==> src/sv/adaptive_vad_threshold_tracker_assert.svh <==
// Assertion macros for the VAD threshold tracker.
// Needs clk and rst in scope where used.
`ifndef ADAPTIVE_VAD_THRESHOLD_TRACKER_ASSERT_SVH
`define ADAPTIVE_VAD_THRESHOLD_TRACKER_ASSERT_SVH

// property that must hold at every edge out of reset
`define AVT_ASSERT_ALWAYS(lbl, cond, msg) \
  lbl: assert property (@(posedge clk) disable iff (rst) (cond)) else $error(msg);

// same-cycle implication
`define AVT_ASSERT_IMPLY(lbl, ante, cons, msg) \
  lbl: assert property (@(posedge clk) disable iff (rst) (ante) |-> (cons)) else $error(msg);

// next-cycle implication
`define AVT_ASSERT_NEXT(lbl, ante, cons, msg) \
  lbl: assert property (@(posedge clk) disable iff (rst) (ante) |=> (cons)) else $error(msg);

`endif

==> src/sv/avt_pkg.sv <==
// Shared types and constants for the VAD threshold tracker.
// No dependencies.
`timescale 1ns / 1ps
`default_nettype none

package avt_pkg;

  localparam int ENERGY_W = 31;
  localparam int THR_W    = 16;
  localparam int DIV_W    = 50;
  localparam int QUO_W    = 31;
  localparam int STEP_W   = 5;
  localparam int OUT_W    = 56;

  localparam logic [THR_W-1:0]    INIT_THR_RESET = 16'd39322;
  localparam logic [ENERGY_W-1:0] FLOOR_RESET    = 31'd107374;
  localparam logic [THR_W-1:0]    MIN_THR_RESET  = 16'd19661;
  localparam logic [THR_W-1:0]    MAX_THR_RESET  = 16'd52429;
  localparam logic [THR_W-1:0]    RATE_RESET     = 16'd6554;

  localparam logic [31:0] EPS_Q30  = 32'd107374;
  localparam logic [16:0] HALF_Q16 = 17'd32768;
  localparam logic [16:0] ONE_Q16  = 17'd65536;

  localparam logic [STEP_W-1:0] ENERGY_STEPS = 5'd31;
  localparam logic [STEP_W-1:0] TARGET_STEPS = 5'd15;

  // register indexes
  localparam logic [2:0] REG_INIT_THR = 3'd0;
  localparam logic [2:0] REG_FLOOR    = 3'd1;
  localparam logic [2:0] REG_MIN_THR  = 3'd2;
  localparam logic [2:0] REG_MAX_THR  = 3'd3;
  localparam logic [2:0] REG_RATE     = 3'd4;

  typedef struct packed {
    logic shift;
    logic load;
    logic rotate;
    logic cmp;
  } cell_ctrl_t;

endpackage

`default_nettype wire

==> src/sv/avt_cell.sv <==
// One history cell: holds an energy entry and a circulating rank token.
// Depends on avt_pkg.
`timescale 1ns / 1ps
`default_nettype none

module avt_cell import avt_pkg::*; #(
  parameter int IDX_W    = 6,
  parameter int CELL_IDX = 0
) (
  input  wire  logic                clk,
  input  wire  cell_ctrl_t          ctrl,
  input  wire  logic                occupied,
  input  wire  logic [ENERGY_W-1:0] hist_in,
  output logic       [ENERGY_W-1:0] hist,
  input  wire  logic [ENERGY_W-1:0] tok_v_in,
  input  wire  logic [IDX_W-1:0]    tok_idx_in,
  input  wire  logic [IDX_W-1:0]    tok_rank_in,
  input  wire  logic                tok_ok_in,
  output logic       [ENERGY_W-1:0] tok_v,
  output logic       [IDX_W-1:0]    tok_idx,
  output logic       [IDX_W-1:0]    tok_rank,
  output logic                      tok_ok
);

  logic beats;

  // count this entry if it sorts ahead of the incoming token
  assign beats = ctrl.cmp && occupied &&
                 ((hist < tok_v_in) ||
                  ((hist == tok_v_in) && (IDX_W'(CELL_IDX) < tok_idx_in)));

  always_ff @(posedge clk) begin
    if (ctrl.shift) begin
      hist <= hist_in;
    end
    if (ctrl.load) begin
      tok_v    <= hist;
      tok_idx  <= IDX_W'(CELL_IDX);
      tok_rank <= '0;
      tok_ok   <= occupied;
    end else if (ctrl.rotate) begin
      tok_v    <= tok_v_in;
      tok_idx  <= tok_idx_in;
      tok_rank <= tok_rank_in + IDX_W'(beats);
      tok_ok   <= tok_ok_in;
    end
  end

endmodule

`default_nettype wire

==> config.mk <==
export PLATFORM = sky130hd
export DESIGN_NAME = avt_cell
export DESIGN_NICKNAME = d
export VERILOG_FILES = /design/src/sv/adaptive_vad_threshold_tracker_assert.svh /design/src/sv/avt_pkg.sv /design/src/sv/avt_cell.sv
export SDC_FILE = /design/constraint.sdc
export NUM_CORES = 1
export LEC_CHECK = 0
export ABC_CLOCK_PERIOD_IN_PS = 7730
export BUFFER_PORTS_ARGS = -buffer_cell sky130_fd_sc_hd__buf_2
export CORE_ASPECT_RATIO = 1.2
export CORE_UTILIZATION = 45
export CTS_CLUSTER_DIAMETER = 100
export DETAILED_ROUTE_END_ITERATION = 8
export GPL_TIMING_DRIVEN = 0
export PLACE_DENSITY = 0.87
export SLEW_MARGIN = 20
export SYNTH_ARGS = -nofsm -noshare
export SYNTH_HDL_FRONTEND = slang
export SYNTH_SLANG_ARGS = --single-unit
==> constraint.sdc <==
create_clock -name clk -period 7.73 [get_ports clk]
set_input_delay 1.1595 -clock clk [delete_from_list [all_inputs] [get_ports clk]]
set_output_delay 1.1595 -clock clk [all_outputs]
set_load 0.02 [all_outputs]
Yosys cells after proc, flatten, opt, wreduce, memory -nomap -nowiden
Index checks and enable logic that the tools add are counted.
{"block": "classes", "div_mod_pow": 0, "mux": 4, "bitwise": 0, "n_addsub": 1, "mul": 0, "eq_ne": 1, "n_lt_le_gt_ge": 2, "reduce_logical": 5, "n_shift": 0}
{"cell": "$mux 31", "count": 2}
{"cell": "$eq 31x31->1", "count": 1}
{"cell": "$lt 31x31->1", "count": 1}
{"cell": "$add 6x1->6", "count": 1}
{"cell": "$lt 1x6->1 const A", "count": 1}
{"cell": "$logic_and 1x1->1", "count": 3}
{"cell": "$mux 1", "count": 2}
{"cell": "$reduce_bool 2->1", "count": 1}
{"cell": "$logic_or 1x1->1", "count": 1}
{"block": "totals", "mem_bits_rw": 0, "mem_bits_ro": 0, "word_cells": 18, "out_inout_bits": 75, "input_bits": 81, "mem_count": 0, "regBits": 75, "latchBits": 0}

Depth between registers and ports, before layout
{"block": "depth", "word_depth": 5, "mapped_depth": 12, "depth_no_buf": 12}

Worst setup path before layout
No wires, ideal clock.
{"block": "synth_path", "kind": "input to register", "startpoint": "input port tok_v_in[2]", "endpoint": "register tok_rank[4]", "n_path_buf": 0, "setup_ps": 86, "setup_slack_ps": 4426, "required_time_ps": 7644, "stages": 12, "arrival_ps": 3218, "cell_sequence": "inv_1 > ha_1 > a21oi_1 > a21oi_1 > o31a_1 > a2111oi_2 > a2bb2oi_1 > ha_1 > ha_1 > nand3_1 > xor2_1 > a211oi_1"}
{"block": "synth_between", "elab_chain_cells": 5, "word_cells_on_any_way": 6}
{"item": "start, declared", "line": "avt_cell.sv:15", "rtl": "input wire logic [ENERGY_W-1:0] tok_v_in,"}
{"item": "branches (longest 2 deep; another with $lt 31x31->1)"}
{"item": "$logic_or 1x1->1 *", "line": "avt_cell.sv:29", "rtl": "((hist < tok_v_in) ||"}
{"item": "$logic_and 1x1->1 *", "line": "avt_cell.sv:28", "rtl": "assign beats = ctrl.cmp && occupied &&"}
{"item": "$add 6x1->6 *", "line": "avt_cell.sv:44", "rtl": "tok_rank <= tok_rank_in + IDX_W'(beats);"}
{"item": "end signal, assigned", "line": "avt_cell.sv:44"}
{"item": "end, declared", "line": "avt_cell.sv:21", "rtl": "output logic [IDX_W-1:0] tok_rank,"}
Every way passes the cells marked *.
A chain may end at the register's enable or synchronous reset.

Final worst setup path
{"block": "layout_path", "startpoint": "input port tok_v_in[26]", "endpoint": "register tok_rank[4]"}
The elaborated chain is that of the path after synthesis.

==> summary.md <==
| Metric | Value |
|---|---|
| Fin. Hold Viols | 0 |
| Worst slew margin | 0.460 |
| Tightest Pin Transition | around 0.81 ns |
| Area Overhead vs Synth | 30.3% |
| Drt pass-1 iters | 4 |
| Gr ovfl total | 0 |
| Clock Pin Slew Worst Setup and Hold Paths | 0.07 ns |
| Final setup TNS | 0 ns |
| Clk sink count | 75 |
| Final HPWL DP | roughly 6600 um |
| Post-synthesis sequential area ratio | 0.609 |
| CTS Hold Bufs | 0 |
| Clock buffer depth | 2 |
| Total of max-cap violations | 0 |
| Post-Synthesis Cells | 297 |
| WL final | around 8400 um |
| Commonest cells in the synthesized netlist | edfxtp_1 (63), nand2_1 (39), ha_1 (33), o21ai_0 (33), inv_1 (31) |
| Via-to-Cell Ratio | roughly 5.2 |
| Total power | around 960 uW |
| Number of DRC markers in iteration 0 | roughly 110 |
| Syn_area_per_cell | approximately 12 sq um |
| DRC violations left | 0 |
| Most common cell in the synthesized netlist | edfxtp_1 |
| Final period util | 0.456 |
| Clk_skew | between 0.008 and 0.009 ns |
| Hold_ws | 0.495 ns |
| Share of cells above drive strength 1 | 0.372 |
| Pin count of the biggest net entering global routing | 33 |
| Synthesis Warnings | 0 |
| Synth top area share | 0.540 |
| CTS buffer count | 9 |
| # setup viols final | 0 |
| Seq. cell area | roughly 2100 sq um |
| Via count | 2876 |
| Fillers | just over 600 |
| Multi-input logic area | 1210 sq um |
| CP arrival | between 3 and 4 ns |
| Hold WC Path Type | reg2reg |
| Post-layout nets | around 580 |
| Setup crit end kind | flip-flop |
| VDD IR max | approximately 0.12 mV |
| PD cells | about 210 nW/um^2 |
| Clock Latency Late Sink | 0.34 ns |
| Status | completed |
| DIE HEIGHT | ~100 um |
| Vias in the first global route | between 2k and 3k |
| Achievable Freq | 0.283 GHz |
| Number of synthesized flops with an enable pin | 63 |
| Htree depth | 3 |
| Routed Antenna Nets | 0 |
| Top FF cell, synth | edfxtp_1 |
| CTS tree | yes |
| Die Area | 8140 sq um |
| Top post-synthesis cells by area | edfxtp_1 (54%), ha_1 (12%), dfxtp_1 (6.9%), o21ai_0 (4.7%), nand2_1 (4.2%) |
| Crit path max fanout | 3 |
| Initial Util | 0.473 |
| WL/cell | 15.2 um |
| Period minus WS final | 3.53 ns |
| Count of cell types in the netlist | 30 |
| Asr flop ratio synth | 0 |
| Initial antenna violation count | 0 |
| RSZ-0062 raised after global routing | no |
| Synth area leader | edfxtp_1 |
| Post-CTS Resized | 0 |
| # IOs | between 150 and 200 |
| Yosys reg bits | 75 |
| Postcts setup bufs | 0 |
| Port bufs | between 150 and 200 |
| Core area | between 7000 and 8000 sq um |
| Rows | 34 |
| Post-Syn Nets | around 410 |
| First-pass GRT wire length | around 13000 um |
| Leak | between 2 and 2.5 nW |
| Max Slew Vio Count | 0 |
| Clk root buf | clkbuf_8 |
| GPL Wtd Cong | between 0.7 and 0.8 |
| Diodes inserted | 0 |
| Post-Syn Area | about 3500 sq um |
| Critical Path RT | ~8 ns |
| Crit path launch type | primary input |
| GRT Total Usage | 0.216 |
| Die Wd | 82.5 um |
| Path type of the worst setup path | in2reg |
-- path summary, 6_finish.rpt --
path,start,end,slack (ns),depth (start not counted)
hold / removal,tok_rank[2],tok_rank[2],0.50,2
hold reg to reg,tok_rank[2],tok_rank[2],0.50,2
setup / recovery,tok_v_in[26],tok_rank[4],4.20,13
setup reg to reg,hist[26],tok_rank[4],4.68,11
-- metrics by stage --
step | std cells | worst slack, ns | util | cell area (sq um)
global route | 555 | 4.08 | 0.616 | 4560
finish | 555 | 4.20 | 0.616 | 4560
global placement | 540 | 3.97 | 0.592 | 4380
CTS | 555 | 4.20 | 0.616 | 4560
floorplan | 297 | 4.43 | - | 3500
detailed placement | 540 | 3.83 | 0.592 | 4380
-- critical path: stages --
cell and delay, ns:
buf_2 0.07, inv_1 0.05, ha_1 0.31, nand4_1 0.19, nor4_1 0.52, nand4_1 0.21, nand2_1 0.11, a2bb2oi_1 0.23
ha_1 0.23, ha_1 0.22, nand3_1 0.11, xor2_1 0.15, a211oi_1 0.21
-- report_power, final --
| part | switching, mW | total (mW) | internal [mW] |
|---|---|---|---|
| clock | 0.139 | 0.285 | 0.146 |
| sequential | 0.0169 | 0.495 | 0.478 |
| combinational | 0.112 | 0.180 | 0.0674 |
-- cell families (layout without fill, tap and decap cells) --
group	Yosys count	count (layout)	share of synthesized area
AOI/OAI and AO/OA	57	57	0.0954
xor gates and xnor gates	4	4	0.0100
adders and majority gates	33	33	0.118
buffers and inverters	41	209	0.0443
DFF	75	75	0.609
muxes	10	10	0.0293
and+or+nand+nor	77	77	0.0943
-- flip-flops by register name, indices dropped and copies added (netlist names) --
name      flops
hist         31
tok_idx       6
tok_ok        1
tok_rank      6
tok_v        31
-- placed cells by master (no fill, tap or decap) --
cell type / n
clkinvlp_4: 2
clkinv_2: 2
mux2_2: 2
or2_2: 1
mux2i_1: 8
buf_2: 154
a211oi_1: 5
dfxtp_1: 12
a21oi_1: 11
a21o_1: 1
a2111oi_2: 1
o31a_1: 1
o211ai_1: 1
a2bb2oi_1: 1
nand3_1: 6
ha_1: 33
a2111oi_0: 1
bufinv_16: 1
nand2_1: 39
nand4_1: 8
a211oi_2: 1
edfxtp_1: 63
o21ai_0: 33
inv_1: 31
buf_1: 3
xnor2_1: 2
a21boi_0: 1
nand3b_1: 1
nor4_1: 2
clkbuf_1: 7
clkbuf_8: 9
nor2_1: 18
xor2_1: 2
nor3_1: 2
-- per-layer routing --
| layer | track usage | part of all wire |
|---|---|---|
| met2 | 0.372 | 0.49 |
| met1 | 0.240 | 0.39 |
| met3 | 0.0546 | 0.086 |
| met4 | 0.113 | 0.027 |
| met5 | 0 | 0 |
-- area by class of cell --
class,instances,share of cell area
sequential,75,0.467
clock inverter,5,0.0121
tap,90,0.0247
multi-input combinational,181,0.266
buffer,10,0.00850
inverter,31,0.0255
timing repair buffer,153,0.168
clock buffer,10,0.0280
No activity file was read; power rests on OpenSTA's default activity.
