[src/sv/adaptive_vad_threshold_tracker_assert.svh]
// Assertion macros for the VAD threshold tracker.
// Needs clk and rst in scope where used.
`ifndef ADAPTIVE_VAD_THRESHOLD_TRACKER_ASSERT_SVH
`define ADAPTIVE_VAD_THRESHOLD_TRACKER_ASSERT_SVH

// property that must hold at every edge out of reset
`define AVT_ASSERT_ALWAYS(lbl, cond, msg) \
  lbl: assert property (@(posedge clk) disable iff (rst) (cond)) else $error(msg);

// same-cycle implication
`define AVT_ASSERT_IMPLY(lbl, ante, cons, msg) \
  lbl: assert property (@(posedge clk) disable iff (rst) (ante) |-> (cons)) else $error(msg);

// next-cycle implication
`define AVT_ASSERT_NEXT(lbl, ante, cons, msg) \
  lbl: assert property (@(posedge clk) disable iff (rst) (ante) |=> (cons)) else $error(msg);

`endif

[src/sv/avt_pkg.sv]
// Shared types and constants for the VAD threshold tracker.
// No dependencies.
`timescale 1ns / 1ps
`default_nettype none

package avt_pkg;

  localparam int ENERGY_W = 31;
  localparam int THR_W    = 16;
  localparam int DIV_W    = 50;
  localparam int QUO_W    = 31;
  localparam int STEP_W   = 5;
  localparam int OUT_W    = 56;

  localparam logic [THR_W-1:0]    INIT_THR_RESET = 16'd39322;
  localparam logic [ENERGY_W-1:0] FLOOR_RESET    = 31'd107374;
  localparam logic [THR_W-1:0]    MIN_THR_RESET  = 16'd19661;
  localparam logic [THR_W-1:0]    MAX_THR_RESET  = 16'd52429;
  localparam logic [THR_W-1:0]    RATE_RESET     = 16'd6554;

  localparam logic [31:0] EPS_Q30  = 32'd107374;
  localparam logic [16:0] HALF_Q16 = 17'd32768;
  localparam logic [16:0] ONE_Q16  = 17'd65536;

  localparam logic [STEP_W-1:0] ENERGY_STEPS = 5'd31;
  localparam logic [STEP_W-1:0] TARGET_STEPS = 5'd15;

  // register indexes
  localparam logic [2:0] REG_INIT_THR = 3'd0;
  localparam logic [2:0] REG_FLOOR    = 3'd1;
  localparam logic [2:0] REG_MIN_THR  = 3'd2;
  localparam logic [2:0] REG_MAX_THR  = 3'd3;
  localparam logic [2:0] REG_RATE     = 3'd4;

  typedef struct packed {
    logic shift;
    logic load;
    logic rotate;
    logic cmp;
  } cell_ctrl_t;

endpackage

`default_nettype wire

[src/sv/avt_div.sv]
// Restoring divider, one quotient bit per cycle, shared by both divisions.
// Depends on avt_pkg.
`timescale 1ns / 1ps
`default_nettype none

module avt_div import avt_pkg::*; (
  input  wire  logic              clk,
  input  wire  logic              rst,
  input  wire  logic              start,
  input  wire  logic [DIV_W-1:0]  dividend,
  input  wire  logic [DIV_W-1:0]  divisor_top,
  input  wire  logic [STEP_W-1:0] steps,
  output logic                    done,
  output logic       [QUO_W-1:0]  quotient
);

  logic [DIV_W-1:0]  rem;
  logic [DIV_W-1:0]  dvs;
  logic [STEP_W-1:0] left;
  logic              busy;

  always_ff @(posedge clk) begin
    if (rst) begin
      busy <= 1'b0;
      done <= 1'b0;
    end else begin
      done <= busy && !start && (left == STEP_W'(1));
      if (start) begin
        rem      <= dividend;
        dvs      <= divisor_top;
        quotient <= '0;
        left     <= steps;
        busy     <= 1'b1;
      end else if (busy) begin
        if (rem >= dvs) begin
          rem      <= rem - dvs;
          quotient <= {quotient[QUO_W-2:0], 1'b1};
        end else begin
          quotient <= {quotient[QUO_W-2:0], 1'b0};
        end
        dvs  <= dvs >> 1;
        left <= left - 1'b1;
        if (left == STEP_W'(1)) begin
          busy <= 1'b0;
        end
      end
    end
  end

endmodule

`default_nettype wire

[config.mk]
export PLATFORM = sky130hd
export DESIGN_NAME = avt_div
export DESIGN_NICKNAME = d
export VERILOG_FILES = /design/src/sv/adaptive_vad_threshold_tracker_assert.svh /design/src/sv/avt_pkg.sv /design/src/sv/avt_div.sv
export SDC_FILE = /design/constraint.sdc
export NUM_CORES = 1
export LEC_CHECK = 0
export BUFFER_PORTS_ARGS = -buffer_cell sky130_fd_sc_hd__buf_2
export CAP_MARGIN = 20
export CORE_UTILIZATION = 50
export CTS_CLUSTER_SIZE = 16
export DETAILED_ROUTE_END_ITERATION = 8
export PLACE_DENSITY = 0.72
export SYNTH_ARGS = -nofsm -noshare
export SYNTH_HDL_FRONTEND = slang
export SYNTH_SLANG_ARGS = --single-unit
[constraint.sdc]
create_clock -name clk -period 15.8 [get_ports clk]
set_input_delay 0 -clock clk [delete_from_list [all_inputs] [get_ports clk]]
set_output_delay 0 -clock clk [all_outputs]
set_load 0.02 [all_outputs]
==> After elaboration in Yosys (flattened, before gate mapping) <==
Cells that the tools add are included.
{ "word_totals": {"latch_bits": 0, "out_inout_bits": 32, "inputBits": 108, "elab_cells": 30, "n_memories": 0, "ramBits": 0, "mem_bits_ro": 0, "reg_bits": 138} }
{ "classes": {"n_eq_ne": 1, "n_lt_le_gt_ge": 1, "shifts": 0, "reduce_logical": 7, "add_sub_neg": 2, "div_mod_pow": 0, "mul": 0, "n_bitwise": 1, "n_mux": 12} }
{ "ops": {"columns": ["cell", "n"], "rows": [
  ["two-way mux 50 bit", 5],
  ["greater-or-equal comparator 50 bit", 1],
  ["subtractor 50 bit", 1],
  ["two-way mux 31 bit", 1],
  ["two-way mux 5 bit", 2],
  ["== test 5 x 1 -> 1 bit, second input constant", 1],
  ["subtractor 5 x 1 -> 5 bit, second input constant", 1],
  ["two-way mux 1 bit", 4],
  ["nonzero test 2 bit", 2],
  ["AND reduction 3 bit", 1],
  ["logical AND 1 bit", 2],
  ["AND reduction 2 bit", 1],
  ["logical NOT 1 bit", 1],
  ["inverter 1 bit", 1]
]} }

==> Logic depth before layout (Yosys ltp) <==
{ "depth": {"depth_word": 4, "depth_mapped": 11, "depth_no_buf": 11} }

==> Least setup slack after synthesis <==
OpenSTA, ideal clock, no wires.
{ "synth_path": {"path_kind": "input to register", "startpoint": "in start", "endpoint": "reg rem[0] (enable)", "cell_stages": 6, "n_path_buf": 2, "required_ns": 15.326, "arrival_ns": 7.180, "setup_slack_ns": 8.146, "setup_time_ns": 0.474, "cell_sequence": "clkbuf_1 buf_1 nor2_1 nor2_1 o31ai_1 a21oi_1"} }
{ "synth_via": {"elab_chain_cells": 2, "elab_cells_between_ends": 3, "cone_classes": "3 x reduce/logical"} }
{ "synth_lines": {"columns": ["item", "line", "text"], "rows": [
  ["start: declaration", "avt_div.sv:9", "input wire logic start,"],
  ["nonzero test 2 bit (no line)", null, null],
  ["AND reduction 3 bit (no line) (*)", null, null],
  ["end signal: assignment", "avt_div.sv:29", "rem <= dividend;"],
  ["end signal: assignment", "avt_div.sv:36", "rem <= rem - dvs;"],
  ["end: declaration", "avt_div.sv:17", "logic [DIV_W-1:0] rem;"]
]} }
Mark *: on every way between the ends. The rest lies on a longest branch, timed or not.
A chain may end at the register's enable or synchronous reset.

==> Worst setup path in the final report <==
{ "layout_path": {"startpoint": "reg dvs[0]", "endpoint": "reg rem[10] (enable)"} }
{ "layout_via": {"elab_chain_cells": 3} }
{ "layout_lines": {"columns": ["item", "line", "text"], "rows": [
  ["start: declaration", "avt_div.sv:18", "logic [DIV_W-1:0] dvs;"],
  ["start signal: assignment", "avt_div.sv:30", "dvs <= divisor_top;"],
  ["start signal: assignment", "avt_div.sv:41", "dvs <= dvs >> 1;"],
  ["greater-or-equal comparator 50 bit", "avt_div.sv:35", "if (rem >= dvs) begin"],
  ["nonzero test 2 bit (no line)", null, null],
  ["AND reduction 3 bit (no line)", null, null]
]} }
Every way passes these cells.

==> results.py <==
metrics = {
    "synthesis": {
        "synthCells": 939,
        "yosysSeqAreaShare_pct": 46.12,
        "synth_top_cells_by_area": "edfxtp_1, ha_1, nand2_1",
        "synthAdderAreaFrac_pct": 7.501,
        "synth-edff-count": 136,
        "netlist_area_um2": 8941,
        "synth_top_cells_by_count": "nand2_1, edfxtp_1, o21ai_0, inv_1, a21oi_1",
        "synthMuxAreaShare_pct": 0.3498,
        "synth_top_family_by_area": "compound AO/OA/AOI/OAI gates",
        "synth_most_common_cell": "nand2_1",
        "syn-num-nets": 1100,
        "synth_compound_area_share_pct": 21.42,
        "synth_xor_area_share_pct": 3.233,
        "synth_warnings": 0,
        "synth-seq-cells": 138,
        "synth_top_area_cell": "edfxtp_1",
        "synth-simple-area-share_pct": 16.62,
        "synth_flop_cell": "edfxtp_1",
        "ys_types": 69,
        "avgSynthCellArea_um2": 9.522,
        "synth.top_cell.area_share_pct": 45.68,
        "synthArstFlopShare_pct": 0,
    },
    "layout": {
        "fill_cells": 1368,
        "drive_above_1_share_pct": 17.52,
        "nets": 1318,
        "diodes": 0,
        "area_growth_pct": 27.08,
    },
    "placement": {
        "numPortBuffers": 139,
        "place_congestion": 0.9235,
        "dp_hpwl_mm": 15.59,
        "dp_slack_ps": 11790,
    },
    "floorplan": {
        "die_h_um": 135.7,
        "dieArea_um2": 18420,
        "die_x_um": 135.7,
        "initial_core_util_pct": 51.51,
        "fp.coreArea_um2": 17360,
        "io_pins": 140,
        "placementRows": 48,
    },
    "worst_setup_path": {
        "slowest_delay_ps": 590,
        "cp_num_buf_inv": 1,
        "cpMaxStageDelayCell": "a21oi_4",
        "critPathLaunch": "dvs[0]$_DFFE_PP_",
        "end_kind": "register",
        "cp.depth": 11,
        "arrival_ps": 4060,
        "critPathKind": "reg -> reg",
        "r2r_cells": 11,
        "r2r_start": "dvs[0]$_DFFE_PP_",
        "crit_family": "compound AO/OA/AOI/OAI gates",
        "critical_path.startpoint_type": "register",
        "worstPathRequired_ps": 15860,
        "path_max_fanout": 31,
        "worstPathCellList": "ha_1, fa_1, and2b_1, o211ai_1, a22oi_4, a21boi_4, o31ai_4, a211oi_4, o22a_1, a21oi_4, buf_4",
    },
    "clock_network": {
        "cts_resized": 0,
        "path_clk_slew_ps": 60,
        "cts_root_buf": "clkbuf_16",
        "clk_path_buf_depth": 2,
        "cts_setup_buffers": 0,
        "cts_buffers": 17,
        "h-tree-depth": 4,
        "clk_latency_ps": 430,
        "cts_tree": "done",
        "cts_sinks": 138,
    },
    "route": {
        "firstDrtPassIters": 5,
        "wl_mm": 23.15,
        "viasPerCell": 5.503,
        "avgRoutedWirePerCell_um": 16.60,
        "final_antenna_net_count": 0,
        "vias": 7677,
        "drc": 0,
        "drt-initial-drc-count": 624,
    },
    "sta": {
        "rsz0062_at_grt": "false",
        "setup_viol": 0,
        "timing.final.ws_setup_ps": 11810,
        "worst-slew-pin-transition_ps": 937.2,
        "slew_violations": 0,
        "min_period_over_period_pct": 25.27,
        "fmax_ghz": 0.2505,
        "relSlewSlack_pct": 37.52,
        "hold_viol": 0,
        "tns_ps": 0,
        "period_needed_ps": 3992,
        "final.setup_skew_ps": 13.37,
    },
    "power": {
        "power_density_nw_per_um2": 99.96,
        "leakage_nw": 4.753,
        "ir_worst_vdd_uv": 77.27,
    },
    "hold_path": {
        "hold_class": "in -> reg",
        "hold_start": "dividend[38]",
        "min_path_cells": 3,
    },
    "global_routing": {
        "grt_max_degree": 152,
        "grt_antenna_before_repair": 0,
        "grt_pass1_vias": 7573,
        "grt_usage_pct": 25.97,
        "grt_overflow": 0,
        "grt_pass1_wl_mm": 37.12,
    },
    "status": {
        "status": "finished, final reports clean",
    },
    "job": {
        "cap_violations": 0,
    },
}
kinds of logic (layout without fill, tap and decap cells):
logic type / count (synthesis) / in the layout
AOI/OAI and AO/OA: 290 / 290
xor gates and xnor gates: 33 / 33
adders and majority gates: 53 / 53
buffers and inverters: 111 / 342
DFF: 138 / 138
muxes: 3 / 3
and+or+nand+nor: 311 / 311
cell usage in the layout (no fill, tap or decap), types with 6 or more instances in the layout:
master / count
xor2_1: 14
o31ai_1: 6
dlygate4sd3_1: 99
nor3_1: 16
o21ai_1: 7
o21ai_0: 110
nor2b_1: 35
a211oi_1: 7
o21bai_1: 8
and4_1: 6
inv_1: 67
xnor2_1: 19
o21a_1: 6
ha_1: 52
and2_1: 11
a21oi_1: 56
a21o_1: 30
nand3_1: 8
nand2_1: 148
nand4_1: 16
clkbuf_16: 17
nor2_1: 38
buf_2: 138
nor4_1: 6
edfxtp_1: 136
cell type report:
| type | count | area [µm²] | share of cell area (%) |
|---|---|---|---|
| flip-flops and latches | 138 | 4124 | 36.30 |
| well taps | 225 | 281.5 | 2.478 |
| repair buffers | 242 | 1723 | 15.16 |
| clock buffers | 18 | 439.2 | 3.865 |
| multi-input cells | 690 | 4412 | 38.83 |
| inverters | 68 | 255.2 | 2.246 |
| clock inverters | 14 | 127.6 | 1.123 |
per-stage QoR:
step	power [W]	hold WS, ps	instance area (µm²)	cells	util, %
finish	0.001136	23.89	11360	1395	65.46
floorplan	0.0006609	76.15	8941	939	-
global route	0.001190	36.51	11360	1395	65.46
detailed placement	0.0007332	220.3	9804	1264	56.49
global placement	0.0007285	219.0	9804	1264	56.49
CTS	0.001136	3.372	11360	1395	65.46
power breakdown:
group | switching (W) | internal, W
clock | 0.000173 | 0.000212
combinational | 0.000178 | 0.000123
sequential | 0.00000900 | 0.000441
sequential cells by signal, indices dropped and copies added, names as in the netlist:
register / flops
busy: 1
done: 1
dvs: 50
left: 5
quotient: 31
rem: 50
worst paths after layout:
| kind | endpoint | slack [ps] |
|---|---|---|
| worst min-delay path | rem[38]$_DFFE_PP_ | 20 |
| worst max-delay path | rem[10]$_DFFE_PP_ | 11810 |
| worst min register to register | done$_SDFF_PP0_ | 470 |
| worst max register to register | rem[10]$_DFFE_PP_ | 11810 |
layer usage:
layer / vias to the layer above / GRT usage [%] / routed length (µm)
li1: 3852 / - / -
met4: 0 / 8.302 / 440
met5: - / 0 / 0
met1: 3573 / 34.40 / 10530
met2: 217 / 43.08 / 11170
met3: 35 / 4.415 / 1009
worst min-delay path, cell delays in order:
cell and delay, ps:
buf_2 100, o22ai_1 70, nor3_1 140
what timing repair did:
action,4_1_cts,5_1_grt
endpoints found under the hold margin,99,0
hold buffers,99,0
endpoints found under the setup margin,0,0
(Power assumes the default switching activity.)
